### config.mk
export PLATFORM = sky130hd
export DESIGN_NAME = touch_gesture_zone_classifier
export DESIGN_NICKNAME = d
export VERILOG_FILES = /design/src/rtl/core/tgzc_pkg.sv /design/src/rtl/core/touch_gesture_zone_classifier.sv /design/src/rtl/core/tgzc_zone.sv
export SDC_FILE = /design/constraint.sdc
export NUM_CORES = 2
export LEC_CHECK = 0
export ABC_AREA = 0
export BUFFER_PORTS_ARGS = -buffer_cell sky130_fd_sc_hd__buf_4
export CORE_ASPECT_RATIO = 1.4
export CORE_MARGIN = 2
export CORE_UTILIZATION = 47
export CTS_CLUSTER_DIAMETER = 120
export DETAILED_ROUTE_END_ITERATION = 6
export GPL_ROUTABILITY_DRIVEN = 0
export PLACE_DENSITY = 0.69
export SLEW_MARGIN = 20
export SYNTH_ARGS = -nofsm -noshare
export SYNTH_HDL_FRONTEND = slang
export SYNTH_SLANG_ARGS = --single-unit
### constraint.sdc
create_clock -name clock -period 11.85 [get_ports clock]
set_input_delay 1.185 -clock clock [delete_from_list [all_inputs] [get_ports clock]]
set_output_delay 1.185 -clock clock [all_outputs]
set_load 0.03 [all_outputs]
### src/rtl/core/tgzc_pkg.sv
// Shared types and constants for the touch gesture and zone classifier.
package tgzc_pkg;

   // Configuration register indexes.
   localparam int unsigned CsrIndexWidth = 3;
   localparam int unsigned CsrDataWidth  = 16;

   localparam logic [CsrIndexWidth-1:0] REG_MIN_GAP       = 3'd0;
   localparam logic [CsrIndexWidth-1:0] REG_HOLD_TIME     = 3'd1;
   localparam logic [CsrIndexWidth-1:0] REG_CIRCLE_CENTER = 3'd2;
   localparam logic [CsrIndexWidth-1:0] REG_CIRCLE_RADIUS = 3'd3;
   localparam logic [CsrIndexWidth-1:0] REG_EDGE_LOW      = 3'd4;
   localparam logic [CsrIndexWidth-1:0] REG_EDGE_HIGH     = 3'd5;

   // Register values after reset.
   localparam logic [15:0] MIN_GAP_RESET       = 16'd100;
   localparam logic [15:0] HOLD_TIME_RESET     = 16'd1500;
   localparam logic [11:0] CIRCLE_CENTER_RESET = 12'd233;
   localparam logic [11:0] CIRCLE_RADIUS_RESET = 12'd233;
   localparam logic [11:0] EDGE_LOW_RESET      = 12'd140;
   localparam logic [11:0] EDGE_HIGH_RESET     = 12'd326;

   // Gesture bytes reported by the touch controller.
   localparam logic [7:0] CODE_DOUBLE = 8'h0B;
   localparam logic [7:0] CODE_UP     = 8'h02;
   localparam logic [7:0] CODE_DOWN   = 8'h01;

   // Event gestures.
   localparam logic [2:0] GEST_TAP      = 3'd0;
   localparam logic [2:0] GEST_DOUBLE   = 3'd1;
   localparam logic [2:0] GEST_LONG     = 3'd2;
   localparam logic [2:0] GEST_LONG_REL = 3'd3;
   localparam logic [2:0] GEST_UP       = 3'd4;
   localparam logic [2:0] GEST_DOWN     = 3'd5;
   localparam logic [2:0] GEST_TWO      = 3'd6;

   // Screen zones.
   localparam logic [2:0] ZONE_OUTSIDE = 3'd0;
   localparam logic [2:0] ZONE_TOP     = 3'd1;
   localparam logic [2:0] ZONE_BOTTOM  = 3'd2;
   localparam logic [2:0] ZONE_LEFT    = 3'd3;
   localparam logic [2:0] ZONE_RIGHT   = 3'd4;
   localparam logic [2:0] ZONE_FACE    = 3'd5;

   typedef struct packed {
      logic [7:0]  gesture_code;
      logic [7:0]  finger_count;
      logic [1:0]  event_kind;
      logic [11:0] x_pos;
      logic [11:0] y_pos;
      logic [31:0] now_ms;
   } tgzc_req_type;

   typedef struct packed {
      logic [2:0]  event_gesture;
      logic [2:0]  event_zone;
      logic [11:0] event_x;
      logic [11:0] event_y;
   } tgzc_rsp_type;

   typedef struct packed {
      logic [15:0] min_gap;
      logic [15:0] hold_time;
      logic [11:0] circle_center;
      logic [11:0] circle_radius;
      logic [11:0] edge_low;
      logic [11:0] edge_high;
   } tgzc_cfg_type;

   // A dispatched event before its zone is known.
   typedef struct packed {
      logic [2:0]  gesture;
      logic [11:0] x;
      logic [11:0] y;
   } tgzc_event_type;

endpackage

### src/rtl/core/touch_gesture_zone_classifier.sv
// Top level of the touch gesture and zone classifier.
//
// The block takes one decoded touch-controller report per item and turns the
// stream of reports into gesture events: tap, double tap, swipe up or down,
// long press, long-press release and two-finger tap. It can accept one item in
// every clock cycle while the rsp channel does not stall; an item that produces
// an event passes the event register, the squaring register and the result
// register after the input register before its result shows on the rsp
// channel, and the press-tracking state is updated as an item leaves the input
// register, so the next item sees it at once. Many items produce no event,
// and nothing comes out for them. Each event carries a screen zone: outside
// when the point lies outside the configured circle (a point on the circle
// counts as inside), otherwise top, bottom, left or right from strict
// compares against edge_low and edge_high, checked in that order, or face
// center. Events closer than the configured debounce time to the previously
// dispatched event are dropped, except long-press release; all time
// differences wrap modulo 2^32. The event kind field of a report is carried
// but does not affect the outcome. Registers are written through the csr
// port, which is always ready; unknown indexes are ignored, and registers
// should only be written while the block is idle.
module touch_gesture_zone_classifier import tgzc_pkg::*; (
   input  logic                     clock,
   input  logic                     reset,
   input  logic                     req_valid,
   output logic                     req_ready,
   input  tgzc_req_type             req_data,
   output logic                     rsp_valid,
   input  logic                     rsp_ready,
   output tgzc_rsp_type             rsp_data,
   input  logic                     csr_valid,
   output logic                     csr_ready,
   input  logic [CsrIndexWidth-1:0] csr_index,
   input  logic [CsrDataWidth-1:0]  csr_wdata
);

   // Configuration registers.
   tgzc_cfg_type   cfg_ff;

   // Input register.
   logic           s0_valid_ff;
   logic           s0_valid_in;
   tgzc_req_type   s0_req_ff;
   logic           s0_ready;
   logic           s0_fire;

   // Event register feeding the zone lookup.
   logic           s1_valid_ff;
   logic           s1_valid_in;
   tgzc_event_type s1_event_ff;
   logic           s1_ready;
   logic           zone_ready;

   // Press-tracking state.
   logic           finger_down_ff;
   logic           finger_down_in;
   logic [31:0]    press_start_time_ff;
   logic [31:0]    press_start_time_in;
   logic [11:0]    press_start_x_ff;
   logic [11:0]    press_start_x_in;
   logic [11:0]    press_start_y_ff;
   logic [11:0]    press_start_y_in;
   logic           long_done_ff;
   logic           long_done_in;
   logic [31:0]    last_dispatch_ff;
   logic [31:0]    last_dispatch_in;

   logic           fingers_present;
   logic           multi_finger;
   logic [31:0]    held_ms;
   logic [31:0]    since_ms;
   logic           long_due;
   logic           debounce_ok;
   logic           candidate;
   tgzc_event_type cand_event;
   logic           emit;

   assign csr_ready = 1'b1;

   // Register writes; values beyond the register width are cut off.
   always_ff @(posedge clock) begin
      if (reset) begin
         cfg_ff.min_gap       <= MIN_GAP_RESET;
         cfg_ff.hold_time     <= HOLD_TIME_RESET;
         cfg_ff.circle_center <= CIRCLE_CENTER_RESET;
         cfg_ff.circle_radius <= CIRCLE_RADIUS_RESET;
         cfg_ff.edge_low      <= EDGE_LOW_RESET;
         cfg_ff.edge_high     <= EDGE_HIGH_RESET;
      end else if (csr_valid && csr_ready) begin
         case (csr_index)
            REG_MIN_GAP: begin
               cfg_ff.min_gap <= csr_wdata;
            end
            REG_HOLD_TIME: begin
               cfg_ff.hold_time <= csr_wdata;
            end
            REG_CIRCLE_CENTER: begin
               cfg_ff.circle_center <= csr_wdata[11:0];
            end
            REG_CIRCLE_RADIUS: begin
               cfg_ff.circle_radius <= csr_wdata[11:0];
            end
            REG_EDGE_LOW: begin
               cfg_ff.edge_low <= csr_wdata[11:0];
            end
            REG_EDGE_HIGH: begin
               cfg_ff.edge_high <= csr_wdata[11:0];
            end
            default: begin
            end
         endcase
      end
   end

   // Handshake through the input and event registers. Each stage takes a new
   // item when it is empty or its current item moves on in the same cycle.
   assign s1_ready  = !s1_valid_ff || zone_ready;
   assign s0_ready  = !s0_valid_ff || s1_ready;
   assign req_ready = s0_ready;
   assign s0_fire   = s0_valid_ff && s1_ready;

   always_comb begin
      if (req_valid && s0_ready) begin
         s0_valid_in = 1'b1;
      end else if (s1_ready) begin
         s0_valid_in = 1'b0;
      end else begin
         s0_valid_in = s0_valid_ff;
      end

      if (s0_fire) begin
         s1_valid_in = emit;
      end else if (zone_ready) begin
         s1_valid_in = 1'b0;
      end else begin
         s1_valid_in = s1_valid_ff;
      end
   end

   // Gesture classification. The first matching case wins: a new touch, a
   // finger still held, a release, or nothing when no finger is involved.
   always_comb begin
      fingers_present = s0_req_ff.finger_count != 8'd0;
      multi_finger    = s0_req_ff.finger_count[7:1] != 7'd0;
      held_ms         = s0_req_ff.now_ms - press_start_time_ff;
      since_ms        = s0_req_ff.now_ms - last_dispatch_ff;
      long_due        = held_ms >= {16'd0, cfg_ff.hold_time};
      debounce_ok     = since_ms >= {16'd0, cfg_ff.min_gap};

      finger_down_in      = finger_down_ff;
      press_start_time_in = press_start_time_ff;
      press_start_x_in    = press_start_x_ff;
      press_start_y_in    = press_start_y_ff;
      long_done_in        = long_done_ff;
      candidate           = 1'b0;
      cand_event.gesture  = GEST_TAP;
      cand_event.x        = s0_req_ff.x_pos;
      cand_event.y        = s0_req_ff.y_pos;

      if (fingers_present && !finger_down_ff) begin
         // A two-finger touch is a complete gesture by itself and leaves no
         // press open.
         finger_down_in      = !multi_finger;
         press_start_time_in = s0_req_ff.now_ms;
         press_start_x_in    = s0_req_ff.x_pos;
         press_start_y_in    = s0_req_ff.y_pos;
         long_done_in        = 1'b0;
         if (multi_finger) begin
            candidate          = 1'b1;
            cand_event.gesture = GEST_TWO;
         end
      end else if (fingers_present) begin
         // The long press is marked done even if the debounce drops it, so
         // the release that follows still reports a long-press release.
         if (!long_done_ff && long_due) begin
            long_done_in       = 1'b1;
            candidate          = 1'b1;
            cand_event.gesture = GEST_LONG;
            cand_event.x       = press_start_x_ff;
            cand_event.y       = press_start_y_ff;
         end
      end else if (finger_down_ff) begin
         finger_down_in = 1'b0;
         candidate      = 1'b1;
         if (long_done_ff) begin
            cand_event.gesture = GEST_LONG_REL;
            cand_event.x       = press_start_x_ff;
            cand_event.y       = press_start_y_ff;
         end else begin
            case (s0_req_ff.gesture_code)
               CODE_DOUBLE: begin
                  cand_event.gesture = GEST_DOUBLE;
               end
               CODE_UP: begin
                  cand_event.gesture = GEST_UP;
               end
               CODE_DOWN: begin
                  cand_event.gesture = GEST_DOWN;
               end
               default: begin
                  cand_event.gesture = GEST_TAP;
               end
            endcase
         end
      end

      // Long-press release bypasses the debounce window.
      emit = candidate && (cand_event.gesture == GEST_LONG_REL || debounce_ok);
      last_dispatch_in = emit ? s0_req_ff.now_ms : last_dispatch_ff;
   end

   always_ff @(posedge clock) begin
      if (reset) begin
         s0_valid_ff         <= 1'b0;
         s1_valid_ff         <= 1'b0;
         finger_down_ff      <= 1'b0;
         press_start_time_ff <= 32'd0;
         press_start_x_ff    <= 12'd0;
         press_start_y_ff    <= 12'd0;
         long_done_ff        <= 1'b0;
         last_dispatch_ff    <= 32'd0;
      end else begin
         s0_valid_ff <= s0_valid_in;
         s1_valid_ff <= s1_valid_in;
         if (s0_fire) begin
            finger_down_ff      <= finger_down_in;
            press_start_time_ff <= press_start_time_in;
            press_start_x_ff    <= press_start_x_in;
            press_start_y_ff    <= press_start_y_in;
            long_done_ff        <= long_done_in;
            last_dispatch_ff    <= last_dispatch_in;
         end
      end
   end

   always_ff @(posedge clock) begin
      if (req_valid && s0_ready) begin
         s0_req_ff <= req_data;
      end
      if (s0_fire) begin
         s1_event_ff <= cand_event;
      end
   end

   tgzc_zone u_zone (
      .clock     (clock),
      .reset     (reset),
      .cfg       (cfg_ff),
      .in_valid  (s1_valid_ff),
      .in_ready  (zone_ready),
      .in_event  (s1_event_ff),
      .out_valid (rsp_valid),
      .out_ready (rsp_ready),
      .out_rsp   (rsp_data)
   );

   // A two-finger touch never leaves a press open.
   a_two_finger_closes : assert property (@(posedge clock) disable iff (reset)
      s0_fire && !finger_down_ff && multi_finger |=> !finger_down_ff)
      else $error("two-finger touch left a press open");

   // A long press can only be marked while a finger is held.
   a_long_needs_press : assert property (@(posedge clock) disable iff (reset)
      $rose(long_done_ff) |-> finger_down_ff)
      else $error("long press marked without a held finger");

   // The dispatch time moves only when an event is emitted.
   a_dispatch_time : assert property (@(posedge clock) disable iff (reset)
      !(s0_fire && emit) |=> $stable(last_dispatch_ff))
      else $error("dispatch time changed without an event");

   // A new touch records its start time.
   a_start_time : assert property (@(posedge clock) disable iff (reset)
      s0_fire && fingers_present && !finger_down_ff
      |=> press_start_time_ff == $past(s0_req_ff.now_ms))
      else $error("press start time not recorded");

endmodule

### src/rtl/core/tgzc_zone.sv
// Two-stage zone: squaring, then circle test and edge bands; one event per cycle unless held.
module tgzc_zone import tgzc_pkg::*; (
   input  logic           clock,
   input  logic           reset,
   input  tgzc_cfg_type   cfg,
   input  logic           in_valid,
   output logic           in_ready,
   input  tgzc_event_type in_event,
   output logic           out_valid,
   input  logic           out_ready,
   output tgzc_rsp_type   out_rsp
);

   // Square stage.
   logic           sq_valid_ff;
   logic           sq_valid_in;
   tgzc_event_type sq_event_ff;
   logic [23:0]    dx_sq_ff;
   logic [23:0]    dx_sq_in;
   logic [23:0]    dy_sq_ff;
   logic [23:0]    dy_sq_in;
   logic [23:0]    r_sq_ff;
   logic [23:0]    r_sq_in;
   logic           sq_ready;

   // Output stage.
   logic           out_valid_ff;
   logic           out_valid_in;
   tgzc_rsp_type   out_rsp_ff;
   tgzc_rsp_type   out_rsp_in;
   logic           out_stage_ready;

   logic [12:0]    dx;
   logic [12:0]    dy;
   logic [12:0]    dx_neg;
   logic [12:0]    dy_neg;
   logic [11:0]    dx_abs;
   logic [11:0]    dy_abs;
   logic [24:0]    dist_sq;
   logic           outside;

   assign out_stage_ready = !out_valid_ff || out_ready;
   assign sq_ready        = !sq_valid_ff || out_stage_ready;
   assign in_ready        = sq_ready;

   // Distances are squared as magnitudes, so each product is 12 by 12 bits.
   always_comb begin
      dx     = {1'b0, in_event.x} - {1'b0, cfg.circle_center};
      dy     = {1'b0, in_event.y} - {1'b0, cfg.circle_center};
      dx_neg = 13'd0 - dx;
      dy_neg = 13'd0 - dy;
      dx_abs = dx[12] ? dx_neg[11:0] : dx[11:0];
      dy_abs = dy[12] ? dy_neg[11:0] : dy[11:0];
      dx_sq_in = {12'd0, dx_abs} * {12'd0, dx_abs};
      dy_sq_in = {12'd0, dy_abs} * {12'd0, dy_abs};
      r_sq_in  = {12'd0, cfg.circle_radius} * {12'd0, cfg.circle_radius};

      if (in_valid && sq_ready) begin
         sq_valid_in = 1'b1;
      end else if (out_stage_ready) begin
         sq_valid_in = 1'b0;
      end else begin
         sq_valid_in = sq_valid_ff;
      end
   end

   always_comb begin
      dist_sq = {1'b0, dx_sq_ff} + {1'b0, dy_sq_ff};
      outside = dist_sq > {1'b0, r_sq_ff};

      out_rsp_in.event_gesture = sq_event_ff.gesture;
      out_rsp_in.event_x       = sq_event_ff.x;
      out_rsp_in.event_y       = sq_event_ff.y;
      if (outside) begin
         out_rsp_in.event_zone = ZONE_OUTSIDE;
      end else if (sq_event_ff.y < cfg.edge_low) begin
         out_rsp_in.event_zone = ZONE_TOP;
      end else if (sq_event_ff.y > cfg.edge_high) begin
         out_rsp_in.event_zone = ZONE_BOTTOM;
      end else if (sq_event_ff.x < cfg.edge_low) begin
         out_rsp_in.event_zone = ZONE_LEFT;
      end else if (sq_event_ff.x > cfg.edge_high) begin
         out_rsp_in.event_zone = ZONE_RIGHT;
      end else begin
         out_rsp_in.event_zone = ZONE_FACE;
      end

      if (sq_valid_ff && out_stage_ready) begin
         out_valid_in = 1'b1;
      end else if (out_ready) begin
         out_valid_in = 1'b0;
      end else begin
         out_valid_in = out_valid_ff;
      end
   end

   always_ff @(posedge clock) begin
      if (reset) begin
         sq_valid_ff  <= 1'b0;
         out_valid_ff <= 1'b0;
      end else begin
         sq_valid_ff  <= sq_valid_in;
         out_valid_ff <= out_valid_in;
      end
   end

   always_ff @(posedge clock) begin
      if (in_valid && sq_ready) begin
         sq_event_ff <= in_event;
         dx_sq_ff    <= dx_sq_in;
         dy_sq_ff    <= dy_sq_in;
         r_sq_ff     <= r_sq_in;
      end
      if (sq_valid_ff && out_stage_ready) begin
         out_rsp_ff <= out_rsp_in;
      end
   end

   assign out_valid = out_valid_ff;
   assign out_rsp   = out_rsp_ff;

endmodule
==> implementation parameters <==
Parameter                              Value

Worst setup path
  Required time of the critical path ... 12.20 ns
  Sort of element at the end of the critical path ... register
  Kind of critical path ... reg -> reg
  Cell at the slowest stage of the critical path ... xor2_1
  Startpoint type of the worst setup path ... register
  Max FO, Critical Path ... 12
  Capture instance of the worst register-to-register path ... u_zone.dy_sq_ff[23]
  Launch point of the worst reg-to-reg path ... s1_event_ff[0]
  Worst-case reg-to-reg path depth ... 32
  FF-to-FF setup slack ... 2.59 ns
  Slowest Stage Delay on Critical Path ... 0.78 ns
  Worst EP arrival ... 9.61 ns

Min path
  Worst hold path type ... reg -> reg
  Cell depth of the worst min-delay path ... 0
  Hold_sp ... s1_event_ff[25]
  Endpoint with the worst hold slack ... u_zone.out_rsp_in[28]

Logic synthesis
  FFs w/ async S/R, synth ... 0
  Post-synth EDFFs ... 225
  Syn Std Cell Area ... 33500 um^2
  Adder-cell share of the synthesized area ... 0.287
  Mapped Avg Cell Area ... 9.26 um^2
  Xor/xnor share of the synthesized area ... 0.0405
  Compound-Gate Fraction of Synth Area ... 0.115
  Count of mapped cells out of synthesis ... 3621
  Synth top area cells ... edfxtp_1 20%, fa_1 15%, ha_1 14%, dfxtp_1 10%, inv_1 6.1%
  Mux cell area share after synthesis ... 0.0208
  Post-Synth Simple-Gate Area ... 0.157
  Post-Syn Nets ... 4342
  Leading cell type by number of instances after synthesis ... inv_1
  Commonest cells in the netlist ... 549 x inv_1, 393 x nand2_1, 380 x ha_1, 273 x nor2_1, 243 x fa_1
  Main combinational cell family by area after synthesis ... adder cells
  Sequential cell area fraction in the yosys report ... 0.306
  Post-synth top flop ... edfxtp_1
  Yosys warns ... 0
  Library cells used by synthesis ... 81
  Seq cells post-synth ... 399
  Top cell type by total area after synthesis ... edfxtp_1
  Yosys top cell area share ... 0.202

Global routing
  Largest net degree at the start of global routing ... 109
  Met3 routing resource usage after global routing ... 0.0234
  Overflow left after global routing ... 0
  Most congested layer reported by global routing ... met2
  Met1 track utilization from global routing ... 0.232
  All-layer global routing usage ... 0.217
  Number of global-route vias before repair ... 25400
  Initial antenna violation count ... 0
  Met2 capacity usage during global routing ... 0.419
  First-pass GRT wire length ... 127000 um

Clocking
  Total CTS buffers ... 42
  Latest clock arrival within the worst-skew pair ... 0.62 ns
  Number of H-tree levels ... 2
  Post-cts gate resize count ... 0
  Clock transition at the register clock pins on the worst setup and hold paths after CTS ... 0.07 ns
  Clock tree from TritonCTS ... done
  Count of buffers added by post-CTS timing repair for setup ... 0
  Hold bufs inserted after CTS ... 0
  Deepest clock path buffer count ... 3
  Clock sink count ... 399
  CTS root buf ... clkbuf_16

Layout
  Net total in the final layout ... 4425
  Signed area change from the synthesized netlist to the final layout ... 10.1%
  FF+latch area ... 10200 um^2
  Number of antenna cells inserted ... 0
  Core Util, Final ... 0.524
  Area of combinational cells with multiple inputs ... 20800 um^2
  Layout fillers ... 6470
  Final Instance Area ... 36900 um^2
  Proportion of layout cells with a drive suffix above 1 ... 0.0770

Route
  Iteration-0 DRC Markers ... 1226
  Average wire per standard cell ... 16.7 um
  Via count ... 24900
  Total routed wirelength ... 78100 um
  Number of detailed-route iterations in the first pass ... 6
  DRC violation count after routing ... 0
  Antenna-violating nets left ... 0
  Vias per Instance ... 5.32

Power
  Power per Cell Area ... 257 nW/um^2
  Peak supply drop ... 364 uV
  Total power consumption of the routed design ... 9.46 mW
  P_leak ... 16.5 nW

Die
  Height of the chip ... 320 um
  Total Die Area ... 73500 um^2
  Area of the core region ... 70400 um^2
  Die W ... 230 um
  Core Rows ... 115
  Top-Level Pins ... 131
  Starting density of the core ... 0.476

Place
  Count of port buffers added during placement ... 127
  Detailed placer's ending HPWL ... 61900 um
  Placed Instance Area ... 35400 um^2

Timing
  Ratio of final minimum period to clock period ... 0.781
  Total count of hold-check failures in the final report ... 0
  Setup repair after global routing missed its margin ... false
  Final Max Tran Viols ... 0
  Highest achievable clock rate ... 108 MHz
  Relative slew slack ... 0.262
  Setup TNS ... 0 ns
  Worst-margin pin slew ... 1.11 ns
  Final number of setup-violating endpoints ... 0
  Worst Skew ... 0.0311 ns
  Min Clock Period, post-route ... 9.26 ns

Flow run
  Maximum Capacitance Violations ... 0

Status
  Result of the run ... completed
==> cell usage in the layout (no fill, tap or decap), drive strengths merged, types with 15 or more instances in the layout <==
cell type,count
and2,64
o21a,31
nor4,16
fa,243
nand3,48
a21boi,16
xnor2,108
nand2b,97
clkbuf,53
mux2,29
or2,21
nor2,273
buf,142
a31oi,17
nand2,394
or3,15
a21oi,239
o21ai,102
a211oi,19
a21o,68
xor2,47
ha,380
nand4,27
mux2i,37
and3,22
dfxtp,174
nand3b,16
o211ai,16
o21bai,18
edfxtp,225
nor2b,41
nor3,58
inv,552
==> layout make-up <==
class / instances / area share
clock buffers: 53 / 0.0324
clock inverters: 25 / 0.00862
inverters: 551 / 0.0561
multi-input cells: 2568 / 0.565
flip-flops and latches: 399 / 0.278
well taps: 936 / 0.0318
repair buffers: 142 / 0.0290
==> how the worst max path moves through the flow <==
| stage | start | end | slack [ns] | depth (start not counted) |
|---|---|---|---|---|
| CTS | s1_event_ff[0] | u_zone.dy_sq_ff[23] | 2.56 | 32 |
| detailed placement | s1_event_ff[0] | u_zone.dy_sq_ff[23] | 2.68 | 32 |
| global placement | s1_event_ff[0] | u_zone.dy_sq_ff[23] | 2.74 | 32 |
| finish | s1_event_ff[0] | u_zone.dy_sq_ff[23] | 2.59 | 32 |
| floorplan | rsp_ready | u_zone.dx_sq_ff[0] | 2.92 | 2 |
| global route | s1_event_ff[0] | u_zone.dy_sq_ff[23] | 1.99 | 32 |
==> routing by layer <==
| layer | vias up | part of all wire | routed length (um) |
|---|---|---|---|
| met5 | - | 0 | 0 |
| met4 | 0 | 0.051 | 3960 |
| met3 | 156 | 0.030 | 2350 |
| met2 | 477 | 0.54 | 42400 |
| met1 | 12000 | 0.38 | 29500 |
| li1 | 12300 | - | - |
==> worst max-delay path, delay by kind of cell, from the launching register on <==
kind,cells,cell delay (ns)
adders and majority gates,8,3.26
xor gates and xnor gates,2,0.93
AOI/OAI and AO/OA,10,2.63
buffers and inverters,5,0.58
DFF,1,0.40
and+or+nand+nor,7,1.22
==> cells by family (layout without fill, tap and decap cells) <==
logic type / after synthesis / count (layout)
and+or+nand+nor: 1111 / 1111
buffers and inverters: 654 / 771
adders and majority gates: 623 / 623
AOI/OAI and AO/OA: 612 / 612
DFF: 399 / 399
xor gates and xnor gates: 155 / 155
muxes: 66 / 66
other: 1 / 1
==> stage by stage <==
step | std cells | setup WS [ns] | hold slack (ns)
finish | 4674 | 2.59 | 0.419
global placement | 4596 | 2.74 | 0.402
global route | 4674 | 1.99 | 0.428
CTS | 4674 | 2.56 | 0.417
detailed placement | 4596 | 2.68 | 0.405
floorplan | 3621 | 2.92 | 0.400
==> flip-flops by register name (all words and copies together) (netlist names) <==
signal	count
cfg_ff	80
s0_req_ff	72
last_dispatch_ff	32
press_start_time_ff	32
u_zone.out_rsp	30
s1_event_ff	27
u_zone.out_rsp_in	27
u_zone.dx_sq_ff	23
u_zone.dy_sq_ff	23
u_zone.r_sq_ff	23
press_start_x_ff	12
press_start_y_ff	12
finger_down_ff	1
long_done_ff	1
s0_valid_ff	1
s1_valid_ff	1
u_zone.out_valid	1
u_zone.sq_valid_ff	1
==> report_power, final <==
group | switching, mW | total [mW] | internal [mW]
clock network | 0.619 | 1.44 | 0.819
registers | 0.0803 | 1.96 | 1.88
logic | 3.40 | 6.06 | 2.67
Power figures use the tool's default switching activity.
